==> src/design/mlfq_pkg.sv <==
// shared types, codes and constants of the mlfq task scheduler
// no dependencies
`timescale 1ns / 1ps
`default_nettype none

package mlfq_pkg;

  localparam int DEF_TASK_SLOTS = 16;
  localparam int QW             = 16;
  localparam int IDW            = 8;
  localparam int CFG_IDX_W      = 2;

  localparam logic [QW-1:0] QHIGH_RST = 16'd100;
  localparam logic [QW-1:0] QMID_RST  = 16'd300;
  localparam logic [QW-1:0] QLOW_RST  = 16'd600;

  localparam logic [1:0] PRIO_MAX = 2'd2;
  localparam logic [1:0] PRIO_ANY = 2'd3;

  // result status codes
  localparam logic [1:0] ST_OK   = 2'd0;
  localparam logic [1:0] ST_FULL = 2'd1;
  localparam logic [1:0] ST_NONE = 2'd2;
  localparam logic [1:0] ST_HALT = 2'd3;

  // item kinds
  localparam logic [1:0] KIND_CREATE = 2'd0;
  localparam logic [1:0] KIND_EXIT   = 2'd1;
  localparam logic [1:0] KIND_TICK   = 2'd2;

  // configuration register indexes
  localparam logic [CFG_IDX_W-1:0] CFG_QHIGH = 2'd0;
  localparam logic [CFG_IDX_W-1:0] CFG_QMID  = 2'd1;
  localparam logic [CFG_IDX_W-1:0] CFG_QLOW  = 2'd2;

  typedef enum logic [1:0] {RD_RUN, RD_FIRST, RD_NEXTQ} rd_sel_t;
  typedef enum logic [1:0] {WA_CAND, WA_RUN, WA_PTR} wa_sel_t;
  typedef enum logic [1:0] {ND_CAND, ND_FIRST, ND_NEXTQ} nd_sel_t;
  typedef enum logic [1:0] {RUN_CAND, RUN_FIRST, RUN_BEST} run_sel_t;
  typedef enum logic [1:0] {SRC_NEW, SRC_RAM, SRC_ZERO} src_t;

  // commands from controller to datapath
  typedef struct packed {
    logic     load_in;
    rd_sel_t  rd_sel;
    logic     ptr_ld;
    logic     ptr_first;
    logic     first_ld;
    logic     cand_inc;
    wa_sel_t  wa_sel;
    logic     we_id;
    logic     we_prio;
    logic     we_ticks;
    logic     we_next;
    nd_sel_t  nd_sel;
    logic     tick_upd;
    logic     set_used;
    logic     clr_used;
    logic     run_ld;
    run_sel_t run_sel;
    logic     best_init;
    logic     scan_step;
    logic     set_halt;
    logic     resp;
    logic [1:0] resp_status;
    src_t     resp_src;
  } cmd_t;

  // status from datapath to controller
  typedef struct packed {
    logic halted;
    logic run_valid;
    logic cand_free;
    logic cand_last;
    logic next_is_run;
    logic next_is_first;
  } sts_t;

endpackage

`default_nettype wire

==> src/design/mlfq_task_scheduler.sv <==
// top level of the three-level feedback queue task scheduler
// depends on mlfq_pkg, mlfq_ctrl, mlfq_dp
//
// One item at a time: an item is taken when start is high and busy is low,
// and its single result shows on the out_ ports for one cycle with out_valid.
// The result can't be held off. The wait from accept to out_valid grows
// with the walk: create walks the free bits up to the lowest free slot,
// exit walks the ring of tasks to the running task's predecessor, and tick
// scans the whole ring; each ring hop is one read of the slot memories,
// which have a single read port.
// busy drops in the cycle the result appears, so the next item can go in then.
`timescale 1ns / 1ps
`default_nettype none

module mlfq_task_scheduler #(
  parameter int TASK_SLOTS = mlfq_pkg::DEF_TASK_SLOTS
) (
  input  wire logic                            clk,
  input  wire logic                            rst_n,
  input  wire logic                            start,
  output logic                                 busy,
  input  wire logic [1:0]                      in_kind,
  input  wire logic [mlfq_pkg::IDW-1:0]        in_new_task_id,
  output logic                                 out_valid,
  output logic [1:0]                           out_status,
  output logic [3:0]                           out_task_slot,
  output logic [mlfq_pkg::IDW-1:0]             out_task_id,
  output logic [1:0]                           out_task_priority,
  input  wire logic                            cfg_we,
  input  wire logic [mlfq_pkg::CFG_IDX_W-1:0]  cfg_index,
  input  wire logic [mlfq_pkg::QW-1:0]         cfg_data
);
  import mlfq_pkg::*;

  cmd_t cmd;
  sts_t sts;

  // sequencer
  mlfq_ctrl u_ctrl (
    .clk(clk), .rst_n(rst_n), .start(start), .in_kind(in_kind),
    .sts(sts), .cmd(cmd), .busy(busy)
  );

  // slot store and result register
  mlfq_dp #(.TASK_SLOTS(TASK_SLOTS)) u_dp (
    .clk(clk), .rst_n(rst_n), .cmd(cmd), .in_new_task_id(in_new_task_id),
    .cfg_we(cfg_we), .cfg_index(cfg_index), .cfg_data(cfg_data), .sts(sts),
    .out_valid(out_valid), .out_status(out_status), .out_task_slot(out_task_slot),
    .out_task_id(out_task_id), .out_task_priority(out_task_priority)
  );

endmodule

`default_nettype wire

==> src/design/mlfq_ram.sv <==
// generic single write port ram with registered read
// no dependencies
`timescale 1ns / 1ps
`default_nettype none

module mlfq_ram #(
  parameter int WIDTH = 8,
  parameter int DEPTH = 16
) (
  input  wire logic                     clk,
  input  wire logic                     we,
  input  wire logic [$clog2(DEPTH)-1:0] waddr,
  input  wire logic [WIDTH-1:0]         wdata,
  input  wire logic [$clog2(DEPTH)-1:0] raddr,
  output logic      [WIDTH-1:0]         rdata
);

  logic [WIDTH-1:0] mem_r [DEPTH];

  // write port and registered read port
  always_ff @(posedge clk) begin
    if (we) begin
      mem_r[waddr] <= wdata;
    end
    rdata <= mem_r[raddr];
  end

endmodule

`default_nettype wire

==> src/design/mlfq_ctrl.sv <==
// controller state machine of the mlfq task scheduler
// depends on mlfq_pkg
`timescale 1ns / 1ps
`default_nettype none

module mlfq_ctrl (
  input  wire logic          clk,
  input  wire logic          rst_n,
  input  wire logic          start,
  input  wire logic [1:0]    in_kind,
  input  wire mlfq_pkg::sts_t sts,
  output mlfq_pkg::cmd_t     cmd,
  output logic               busy
);
  import mlfq_pkg::*;

  typedef enum logic [3:0] {
    S_IDLE, S_C_FIND, S_C_WR, S_C_LINK, S_C_LINK2,
    S_E_RD, S_E_CHK, S_E_WALK, S_E_UNLINK,
    S_T_RD, S_T_UPD, S_T_START, S_T_SCAN, S_T_DONE,
    S_READ_RUN, S_RESP
  } state_t;

  state_t     state_r, state_nxt;
  logic [1:0] st_r, st_nxt;
  src_t       src_r, src_nxt;

  assign busy = (state_r != S_IDLE);

  // next state and commands
  always_comb begin
    state_nxt = state_r;
    st_nxt    = st_r;
    src_nxt   = src_r;
    cmd       = '0;
    case (state_r)
      S_IDLE: begin
        if (start) begin
          cmd.load_in = 1'b1;
          if (sts.halted) begin
            st_nxt = ST_HALT; src_nxt = SRC_ZERO; state_nxt = S_RESP;
          end else begin
            case (in_kind)
              KIND_CREATE: state_nxt = S_C_FIND;
              KIND_EXIT, KIND_TICK: begin
                if (!sts.run_valid) begin
                  st_nxt = ST_NONE; src_nxt = SRC_ZERO; state_nxt = S_RESP;
                end else begin
                  state_nxt = (in_kind == KIND_EXIT) ? S_E_RD : S_T_RD;
                end
              end
              default: begin
                if (sts.run_valid) begin
                  state_nxt = S_READ_RUN;
                end else begin
                  st_nxt = ST_OK; src_nxt = SRC_ZERO; state_nxt = S_RESP;
                end
              end
            endcase
          end
        end
      end
      // walk the free bits for the lowest free slot
      S_C_FIND: begin
        if (sts.cand_free) begin
          state_nxt = S_C_WR;
        end else if (sts.cand_last) begin
          st_nxt = ST_FULL; src_nxt = SRC_ZERO; state_nxt = S_RESP;
        end else begin
          cmd.cand_inc = 1'b1;
        end
      end
      S_C_WR: begin
        cmd.wa_sel   = WA_CAND;
        cmd.we_id    = 1'b1;
        cmd.we_prio  = 1'b1;
        cmd.we_ticks = 1'b1;
        cmd.set_used = 1'b1;
        st_nxt       = ST_OK;
        src_nxt      = SRC_NEW;
        if (!sts.run_valid) begin
          cmd.we_next = 1'b1;
          cmd.nd_sel  = ND_CAND;
          cmd.run_ld  = 1'b1;
          cmd.run_sel = RUN_CAND;
          state_nxt   = S_RESP;
        end else begin
          cmd.rd_sel = RD_RUN;
          state_nxt  = S_C_LINK;
        end
      end
      S_C_LINK: begin
        cmd.wa_sel  = WA_CAND;
        cmd.we_next = 1'b1;
        cmd.nd_sel  = ND_NEXTQ;
        state_nxt   = S_C_LINK2;
      end
      S_C_LINK2: begin
        cmd.wa_sel  = WA_RUN;
        cmd.we_next = 1'b1;
        cmd.nd_sel  = ND_CAND;
        state_nxt   = S_RESP;
      end
      // exit: find the predecessor of the running task and unlink it, or halt on the last task
      S_E_RD: begin
        cmd.rd_sel = RD_RUN;
        state_nxt  = S_E_CHK;
      end
      S_E_CHK: begin
        if (sts.next_is_run) begin
          cmd.set_halt = 1'b1;
          st_nxt = ST_HALT; src_nxt = SRC_ZERO; state_nxt = S_RESP;
        end else begin
          cmd.first_ld = 1'b1;
          cmd.rd_sel   = RD_NEXTQ;
          cmd.ptr_ld   = 1'b1;
          state_nxt    = S_E_WALK;
        end
      end
      S_E_WALK: begin
        if (sts.next_is_run) begin
          state_nxt = S_E_UNLINK;
        end else begin
          cmd.rd_sel = RD_NEXTQ;
          cmd.ptr_ld = 1'b1;
        end
      end
      S_E_UNLINK: begin
        cmd.wa_sel   = WA_PTR;
        cmd.we_next  = 1'b1;
        cmd.nd_sel   = ND_FIRST;
        cmd.clr_used = 1'b1;
        cmd.run_ld   = 1'b1;
        cmd.run_sel  = RUN_FIRST;
        state_nxt    = S_READ_RUN;
      end
      // tick: update quantum, then scan the ring
      S_T_RD: begin
        cmd.rd_sel = RD_RUN;
        state_nxt  = S_T_UPD;
      end
      S_T_UPD: begin
        cmd.wa_sel    = WA_RUN;
        cmd.we_prio   = 1'b1;
        cmd.we_ticks  = 1'b1;
        cmd.tick_upd  = 1'b1;
        cmd.first_ld  = 1'b1;
        cmd.best_init = 1'b1;
        state_nxt     = S_T_START;
      end
      S_T_START: begin
        cmd.rd_sel    = RD_FIRST;
        cmd.ptr_ld    = 1'b1;
        cmd.ptr_first = 1'b1;
        state_nxt     = S_T_SCAN;
      end
      S_T_SCAN: begin
        cmd.scan_step = 1'b1;
        if (sts.next_is_first) begin
          state_nxt = S_T_DONE;
        end else begin
          cmd.rd_sel = RD_NEXTQ;
          cmd.ptr_ld = 1'b1;
        end
      end
      S_T_DONE: begin
        cmd.run_ld  = 1'b1;
        cmd.run_sel = RUN_BEST;
        state_nxt   = S_READ_RUN;
      end
      S_READ_RUN: begin
        cmd.rd_sel = RD_RUN;
        st_nxt     = ST_OK;
        src_nxt    = SRC_RAM;
        state_nxt  = S_RESP;
      end
      S_RESP: begin
        cmd.resp        = 1'b1;
        cmd.resp_status = st_r;
        cmd.resp_src    = src_r;
        state_nxt       = S_IDLE;
      end
      default: state_nxt = S_IDLE;
    endcase
  end

  // state and registered result code
  always_ff @(posedge clk) begin
    if (!rst_n) begin
      state_r <= S_IDLE;
      st_r    <= ST_OK;
      src_r   <= SRC_ZERO;
    end else begin
      state_r <= state_nxt;
      st_r    <= st_nxt;
      src_r   <= src_nxt;
    end
  end

endmodule

`default_nettype wire

==> src/design/mlfq_dp.sv <==
// datapath of the mlfq task scheduler: slot memories, pointers, result register
// depends on mlfq_pkg and mlfq_ram
`timescale 1ns / 1ps
`default_nettype none

module mlfq_dp #(
  parameter int TASK_SLOTS = mlfq_pkg::DEF_TASK_SLOTS
) (
  input  wire logic                            clk,
  input  wire logic                            rst_n,
  input  wire mlfq_pkg::cmd_t                  cmd,
  input  wire logic [mlfq_pkg::IDW-1:0]        in_new_task_id,
  input  wire logic                            cfg_we,
  input  wire logic [mlfq_pkg::CFG_IDX_W-1:0]  cfg_index,
  input  wire logic [mlfq_pkg::QW-1:0]         cfg_data,
  output mlfq_pkg::sts_t                       sts,
  output logic                                 out_valid,
  output logic [1:0]                           out_status,
  output logic [3:0]                           out_task_slot,
  output logic [mlfq_pkg::IDW-1:0]             out_task_id,
  output logic [1:0]                           out_task_priority
);
  import mlfq_pkg::*;

  localparam int SLOT_W = $clog2(TASK_SLOTS);

  logic [QW-1:0]         qh_r, qm_r, ql_r;
  logic [TASK_SLOTS-1:0] used_r;
  logic                  run_valid_r, halted_r;
  logic [SLOT_W-1:0]     run_r, cand_r, ptr_r, first_r, best_r;
  logic [1:0]            bestp_r;
  logic [IDW-1:0]        id_in_r;

  logic [SLOT_W-1:0]     rd_addr, wr_addr, next_wd, next_q;
  logic [IDW-1:0]        id_q;
  logic [1:0]            prio_q, prio_wd, np;
  logic [QW-1:0]         ticks_q, ticks_wd, nt;
  logic [SLOT_W-1:0]     out_slot;
  logic [SLOT_W+3:0]     slot_ext;

  function automatic logic [QW-1:0] reload_for(input logic [1:0] p, input logic [QW-1:0] h,
                                              input logic [QW-1:0] m, input logic [QW-1:0] l);
    case (p)
      2'd0:    reload_for = h;
      2'd1:    reload_for = m;
      default: reload_for = l;
    endcase
  endfunction

  // address and write data selection
  always_comb begin
    case (cmd.rd_sel)
      RD_RUN:   rd_addr = run_r;
      RD_FIRST: rd_addr = first_r;
      RD_NEXTQ: rd_addr = next_q;
      default:  rd_addr = run_r;
    endcase
    case (cmd.wa_sel)
      WA_CAND: wr_addr = cand_r;
      WA_RUN:  wr_addr = run_r;
      WA_PTR:  wr_addr = ptr_r;
      default: wr_addr = cand_r;
    endcase
    case (cmd.nd_sel)
      ND_CAND:  next_wd = cand_r;
      ND_FIRST: next_wd = first_r;
      ND_NEXTQ: next_wd = next_q;
      default:  next_wd = cand_r;
    endcase
  end

  // quantum update on a tick, or the initial quantum for a new task
  always_comb begin
    np = prio_q;
    nt = ticks_q - 16'd1;
    if (ticks_q <= 16'd1) begin
      if (prio_q < PRIO_MAX) begin
        np = prio_q + 2'd1;
      end
      nt = reload_for(np, qh_r, qm_r, ql_r);
    end
    prio_wd  = cmd.tick_upd ? np : 2'd0;
    ticks_wd = cmd.tick_upd ? nt : qh_r;
  end

  mlfq_ram #(.WIDTH(IDW), .DEPTH(TASK_SLOTS)) u_id_ram (
    .clk(clk), .we(cmd.we_id), .waddr(wr_addr), .wdata(id_in_r),
    .raddr(rd_addr), .rdata(id_q)
  );
  mlfq_ram #(.WIDTH(2), .DEPTH(TASK_SLOTS)) u_prio_ram (
    .clk(clk), .we(cmd.we_prio), .waddr(wr_addr), .wdata(prio_wd),
    .raddr(rd_addr), .rdata(prio_q)
  );
  mlfq_ram #(.WIDTH(QW), .DEPTH(TASK_SLOTS)) u_ticks_ram (
    .clk(clk), .we(cmd.we_ticks), .waddr(wr_addr), .wdata(ticks_wd),
    .raddr(rd_addr), .rdata(ticks_q)
  );
  mlfq_ram #(.WIDTH(SLOT_W), .DEPTH(TASK_SLOTS)) u_next_ram (
    .clk(clk), .we(cmd.we_next), .waddr(wr_addr), .wdata(next_wd),
    .raddr(rd_addr), .rdata(next_q)
  );

  // status to the controller
  always_comb begin
    sts.halted        = halted_r;
    sts.run_valid     = run_valid_r;
    sts.cand_free     = !used_r[cand_r];
    sts.cand_last     = (cand_r == SLOT_W'(TASK_SLOTS - 1));
    sts.next_is_run   = (next_q == run_r);
    sts.next_is_first = (next_q == first_r);
  end

  // control registers
  always_ff @(posedge clk) begin
    if (!rst_n) begin
      qh_r        <= QHIGH_RST;
      qm_r        <= QMID_RST;
      ql_r        <= QLOW_RST;
      used_r      <= '0;
      run_valid_r <= 1'b0;
      run_r       <= '0;
      halted_r    <= 1'b0;
      out_valid   <= 1'b0;
    end else begin
      if (cfg_we) begin
        case (cfg_index)
          CFG_QHIGH: qh_r <= cfg_data;
          CFG_QMID:  qm_r <= cfg_data;
          CFG_QLOW:  ql_r <= cfg_data;
          default:   ;
        endcase
      end
      if (cmd.set_used) begin
        used_r[cand_r] <= 1'b1;
      end
      if (cmd.clr_used) begin
        used_r[run_r] <= 1'b0;
      end
      if (cmd.run_ld) begin
        case (cmd.run_sel)
          RUN_CAND: begin
            run_r       <= cand_r;
            run_valid_r <= 1'b1;
          end
          RUN_FIRST: run_r <= first_r;
          RUN_BEST:  run_r <= best_r;
          default:   run_r <= run_r;
        endcase
      end
      if (cmd.set_halt) begin
        halted_r <= 1'b1;
      end
      out_valid <= cmd.resp;
    end
  end

  // working pointers
  always_ff @(posedge clk) begin
    if (cmd.load_in) begin
      id_in_r <= in_new_task_id;
      cand_r  <= '0;
    end else if (cmd.cand_inc) begin
      cand_r <= cand_r + 1'b1;
    end
    if (cmd.ptr_ld) begin
      ptr_r <= cmd.ptr_first ? first_r : next_q;
    end
    if (cmd.first_ld) begin
      first_r <= next_q;
    end
    if (cmd.best_init) begin
      bestp_r <= PRIO_ANY;
    end else if (cmd.scan_step && (prio_q < bestp_r)) begin
      bestp_r <= prio_q;
      best_r  <= ptr_r;
    end
  end

  // result register
  always_comb begin
    out_slot = (cmd.resp_src == SRC_NEW) ? cand_r : run_r;
    slot_ext = {4'b0000, out_slot};
  end

  always_ff @(posedge clk) begin
    if (cmd.resp) begin
      out_status <= cmd.resp_status;
      if (cmd.resp_status != ST_OK || cmd.resp_src == SRC_ZERO) begin
        out_task_slot     <= 4'd0;
        out_task_id       <= '0;
        out_task_priority <= 2'd0;
      end else if (cmd.resp_src == SRC_NEW) begin
        out_task_slot     <= slot_ext[3:0];
        out_task_id       <= id_in_r;
        out_task_priority <= 2'd0;
      end else begin
        out_task_slot     <= slot_ext[3:0];
        out_task_id       <= id_q;
        out_task_priority <= prio_q;
      end
    end
  end

endmodule

`default_nettype wire

==> config.mk <==
export PLATFORM = sky130hd
export DESIGN_NAME = mlfq_task_scheduler
export DESIGN_NICKNAME = d
export VERILOG_FILES = /design/src/design/mlfq_pkg.sv /design/src/design/mlfq_task_scheduler.sv /design/src/design/mlfq_ram.sv /design/src/design/mlfq_ctrl.sv /design/src/design/mlfq_dp.sv
export SDC_FILE = /design/constraint.sdc
export NUM_CORES = 1
export LEC_CHECK = 0
export ABC_AREA = 1
export BUFFER_PORTS_ARGS = -buffer_cell sky130_fd_sc_hd__buf_2
export CORE_UTILIZATION = 65
export CTS_CLUSTER_DIAMETER = 200
export DETAILED_ROUTE_END_ITERATION = 16
export PLACE_DENSITY_LB_ADDON = 0.3
export SLEW_MARGIN = 20
export SYNTH_ARGS = -nofsm -noshare
export SYNTH_HDL_FRONTEND = slang
export SYNTH_SLANG_ARGS = --single-unit
==> constraint.sdc <==
create_clock -name clk -period 9.85 [get_ports clk]
set_input_delay 0.4925 -clock clk [delete_from_list [all_inputs] [get_ports clk]]
set_output_delay 0.4925 -clock clk [all_outputs]
set_load 0.1 [all_outputs]
==> flow_metrics.py <==
metrics = {
    "run_status": {
        "outcome": "finished clean",
    },
    "sta": {
        "slew_viol_final": 0,
        "worst_pin_slew_ns": 1.190,
        "rsz0062_at_grt": "no",
        "period_share": 0.5232,
        "tns_ns": 0,
        "skew_ns": 0.02022,
        "min_period_ns": 5.153,
        "finalSetupViolCount": 0,
        "max-slew-margin-rel": 0.2065,
        "fmax_mhz": 194.1,
        "hold_viol": 0,
    },
    "finish": {
        "syn2layout_area_growth_pct": 10.22,
        "multi_input_area_um2": 7770,
        "fill_cells": 2608,
        "final_common_cell": "edfxtp_1",
        "nets": 2509,
        "final_cell_mix": "516 x edfxtp_1, 374 x nand2_1, 250 x o211ai_1, 222 x inv_1, 207 x o21ai_0",
        "post-route-util": 0.7265,
        "diodes": 0,
        "fin_area_um2": 29730,
        "layout-drive-gt1-share": 0.09417,
        "register_area_um2": 17800,
    },
    "cts": {
        "ctsRootBufferMaster": "clkbuf_16",
        "postCtsSetupBuffers": 0,
        "hold_buffers": 0,
        "path_clk_slew_ns": 0.06,
        "h-tree-depth": 2,
        "clk-insertion-delay-late_ns": 0.64,
        "cts_buffers": 60,
        "post_cts_resized": 0,
        "tritoncts": "yes",
        "cts.sinks": 631,
        "clockBufferDepth": 3,
    },
    "synthesis": {
        "synth-edff-count": 516,
        "synth_cell_types": 43,
        "yosysWarnings": 0,
        "async_flop_share": 0,
        "syn-num-nets": 2516,
        "synth-seq-cells": 631,
        "syn_inst": 2462,
        "syn_area_per_cell_um2": 10.96,
        "synth.cell_area_um2": 26980,
        "synthFlopType": "edfxtp_1",
        "ys_seq_area_frac": 0.6597,
    },
    "worst_setup_path": {
        "r2r_cells": 13,
        "r2r_start": "u_ctrl.state_r[3]",
        "cp.arrival_ns": 5.73,
        "critical_path.max_fanout": 165,
        "critical_path_required_ns": 10.43,
        "startpoint_type": "register",
        "reg2reg_to": "u_dp.u_ticks_ram.rdata[7]",
        "critPathCaptureType": "register",
        "worst-setup-path-type": "reg -> reg",
        "crit_chain": "inv_1 -> nor2_1 -> nand2_1 -> inv_1 -> ha_1 -> inv_2 -> nand3_4 -> nand2_8 -> buf_4 -> o21ai_0 -> o211ai_1 -> nand3_1 -> nand2_1",
        "slowest_delay_ns": 0.94,
        "ff2ff_setup_slack_ns": 4.70,
        "cp.buffers_inverters": 4,
        "cpMaxStageDelayCell": "buf_4",
        "critPathTopFamily": "simple AND/OR/NAND/NOR gates",
    },
    "global_route": {
        "grt_pass1_vias": 18488,
        "grt_max_degree": 166,
        "overflow": 0,
        "grt_usage": 0.3174,
        "grt_pass1_wl_mm": 102.3,
        "antenna_found_initial": 2,
    },
    "die": {
        "fp.dieW_um": 205.7,
        "rows": 74,
        "core_um2": 40920,
        "die-area_um2": 42320,
        "die_y_um": 205.7,
        "io_pins": 50,
        "initial_core_util": 0.6592,
    },
    "power_and_ir_drop": {
        "clkPwrFrac": 0.242,
        "intPower_w": 0.005920,
        "sw_frac_of_total": 0.4180,
        "switchingPower_w": 0.004252,
        "vdd_drop_max_uv": 308.3,
        "p_leak_nw": 10.87,
        "power.density_nw_per_um2": 342.1,
        "seqPwrFrac": 0.347,
        "power.combinational.fraction": 0.411,
        "total_power_w": 0.01017,
    },
    "drt": {
        "route.met2.wl_mm": 31.43,
        "met3_length_mm": 7.559,
        "antenna_left": 0,
        "wire_per_inst_um": 22.04,
        "drt-pass1-iter-count": 6,
        "vias": 19410,
        "drc": 0,
        "wl_mm": 66.96,
        "met1Wirelength_mm": 26.52,
        "topRoutingLayerUsed": "met4",
        "viasPerCell": 6.389,
        "drt_iter0_drc": 2507,
    },
    "placement": {
        "dpl.hpwl_mm": 39.72,
        "numPortBuffers": 49,
        "placedInstanceArea_um2": 27510,
        "place_congestion": 0.9420,
    },
    "min_path": {
        "hp-start": "in_new_task_id[3]",
        "hp-class": "in -> reg",
        "holdPathStages": 1,
        "worst_hold_path.endpoint": "u_dp.id_in_r[3]",
    },
    "job": {
        "maxCapViolCount": 0,
    },
}
[cells by family after synthesis]
group,share of synthesized area
XOR/XNOR,0.005195
buffers and inverters,0.05877
adder cells (fa/ha/maj),0.01020
flip-flops,0.6597
AND/OR/NAND/NOR,0.1087
AO/OA/AOI/OAI,0.1574
[flip-flops by register name (all words and copies together) (netlist names), 4 cells and up]
register	count
u_dp.ptr_r	4
u_dp.ql_r	16
u_dp.u_id_ram.mem_r	128
u_dp.u_ticks_ram.mem_r	256
u_dp.qm_r	16
u_dp.u_ticks_ram.rdata	16
u_dp.first_r	4
u_dp.used_r	16
u_dp.run_r	4
u_dp.out_task_slot	4
u_dp.u_id_ram.rdata	8
u_dp.out_task_id	8
u_dp.cand_r	4
u_dp.u_next_ram.rdata	4
u_dp.qh_r	16
u_dp.u_next_ram.mem_r	64
u_ctrl.state_r	4
u_dp.best_r	4
u_dp.id_in_r	8
u_dp.u_prio_ram.mem_r	32
[cells in the mapped netlist, drive strengths merged (4+ instances only)]
library cell | number | area share
a21oi | 173 | 0.032
clkbuf | 61 | 0.0089
buf | 86 | 0.017
o21ai | 231 | 0.043
o211ai | 250 | 0.070
dfxtp | 115 | 0.085
ha | 22 | 0.010
nand4 | 5 | 0.0012
edfxtp | 516 | 0.57
nor2 | 204 | 0.030
a31oi | 16 | 0.0037
xor2 | 13 | 0.0042
nand3 | 106 | 0.020
inv | 233 | 0.032
nand2 | 379 | 0.053
a22oi | 4 | 0.0011
a311oi | 12 | 0.0039
nor3 | 14 | 0.0026
[area by class of cell]
cell class | instances | share of cell area
Sequential cell | 631 | 0.5986
Clock buffer | 79 | 0.05668
Tap cell | 532 | 0.02239
Clock inverter | 34 | 0.01486
Timing Repair Buffer | 78 | 0.01637
Multi-Input combinational cell | 1448 | 0.2613
Inverter | 236 | 0.02979
[worst max path at each step]
stage,start,end,slack (ns),depth (start not counted)
3_3_place_gp,u_ctrl.state_r[3],u_dp.u_ticks_ram.mem_r[7][14],5.05,13
2_1_floorplan,u_ctrl.state_r[3],u_dp.u_prio_ram.mem_r[5][0],6.51,15
5_1_grt,u_ctrl.state_r[3],u_dp.u_id_ram.mem_r[11][7],4.41,13
3_5_place_dp,u_ctrl.state_r[3],u_dp.u_ticks_ram.mem_r[11][6],4.82,13
6_report,u_ctrl.state_r[3],u_dp.u_ticks_ram.rdata[7],4.70,13
4_1_cts,u_ctrl.state_r[3],u_dp.u_id_ram.mem_r[4][0],4.80,13
[power groups by stage]
stage                     combinational (W)  clock [W]  sequential (W)
after floorplan                     0.00284          0         0.00349
after global placement              0.00385          0         0.00356
after detailed placement            0.00399          0         0.00357
after CTS                           0.00404    0.00247         0.00352
after global routing                0.00453    0.00257         0.00355
final                               0.00418    0.00246         0.00353
[per-stage QoR]
step	instances	hold WS (ns)	worst slack, ns
floorplan	2462	0.4236	6.511
global placement	2924	0.4357	5.051
detailed placement	2924	0.4361	4.825
CTS	3037	0.02308	4.799
global route	3038	0.02805	4.413
finish	3038	0.04193	4.697
[worst register-to-register path, cell delays in order, from the launching register on]
cell	delay, ns
dfxtp_1	0.74
inv_1	0.13
nor2_1	0.30
nand2_1	0.32
inv_1	0.13
ha_1	0.30
inv_2	0.21
nand3_4	0.35
nand2_8	0.74
buf_4	1.10
o21ai_0	0.32
o211ai_1	0.30
nand3_1	0.10
nand2_1	0.09
[per-layer routing]
layer,vias to the layer above,GRT usage
met5,-,0
met4,0,0.1037
met3,138,0.06794
met2,1195,0.4963
met1,9306,0.4449
li1,8771,-
(Power assumes the default switching activity.)
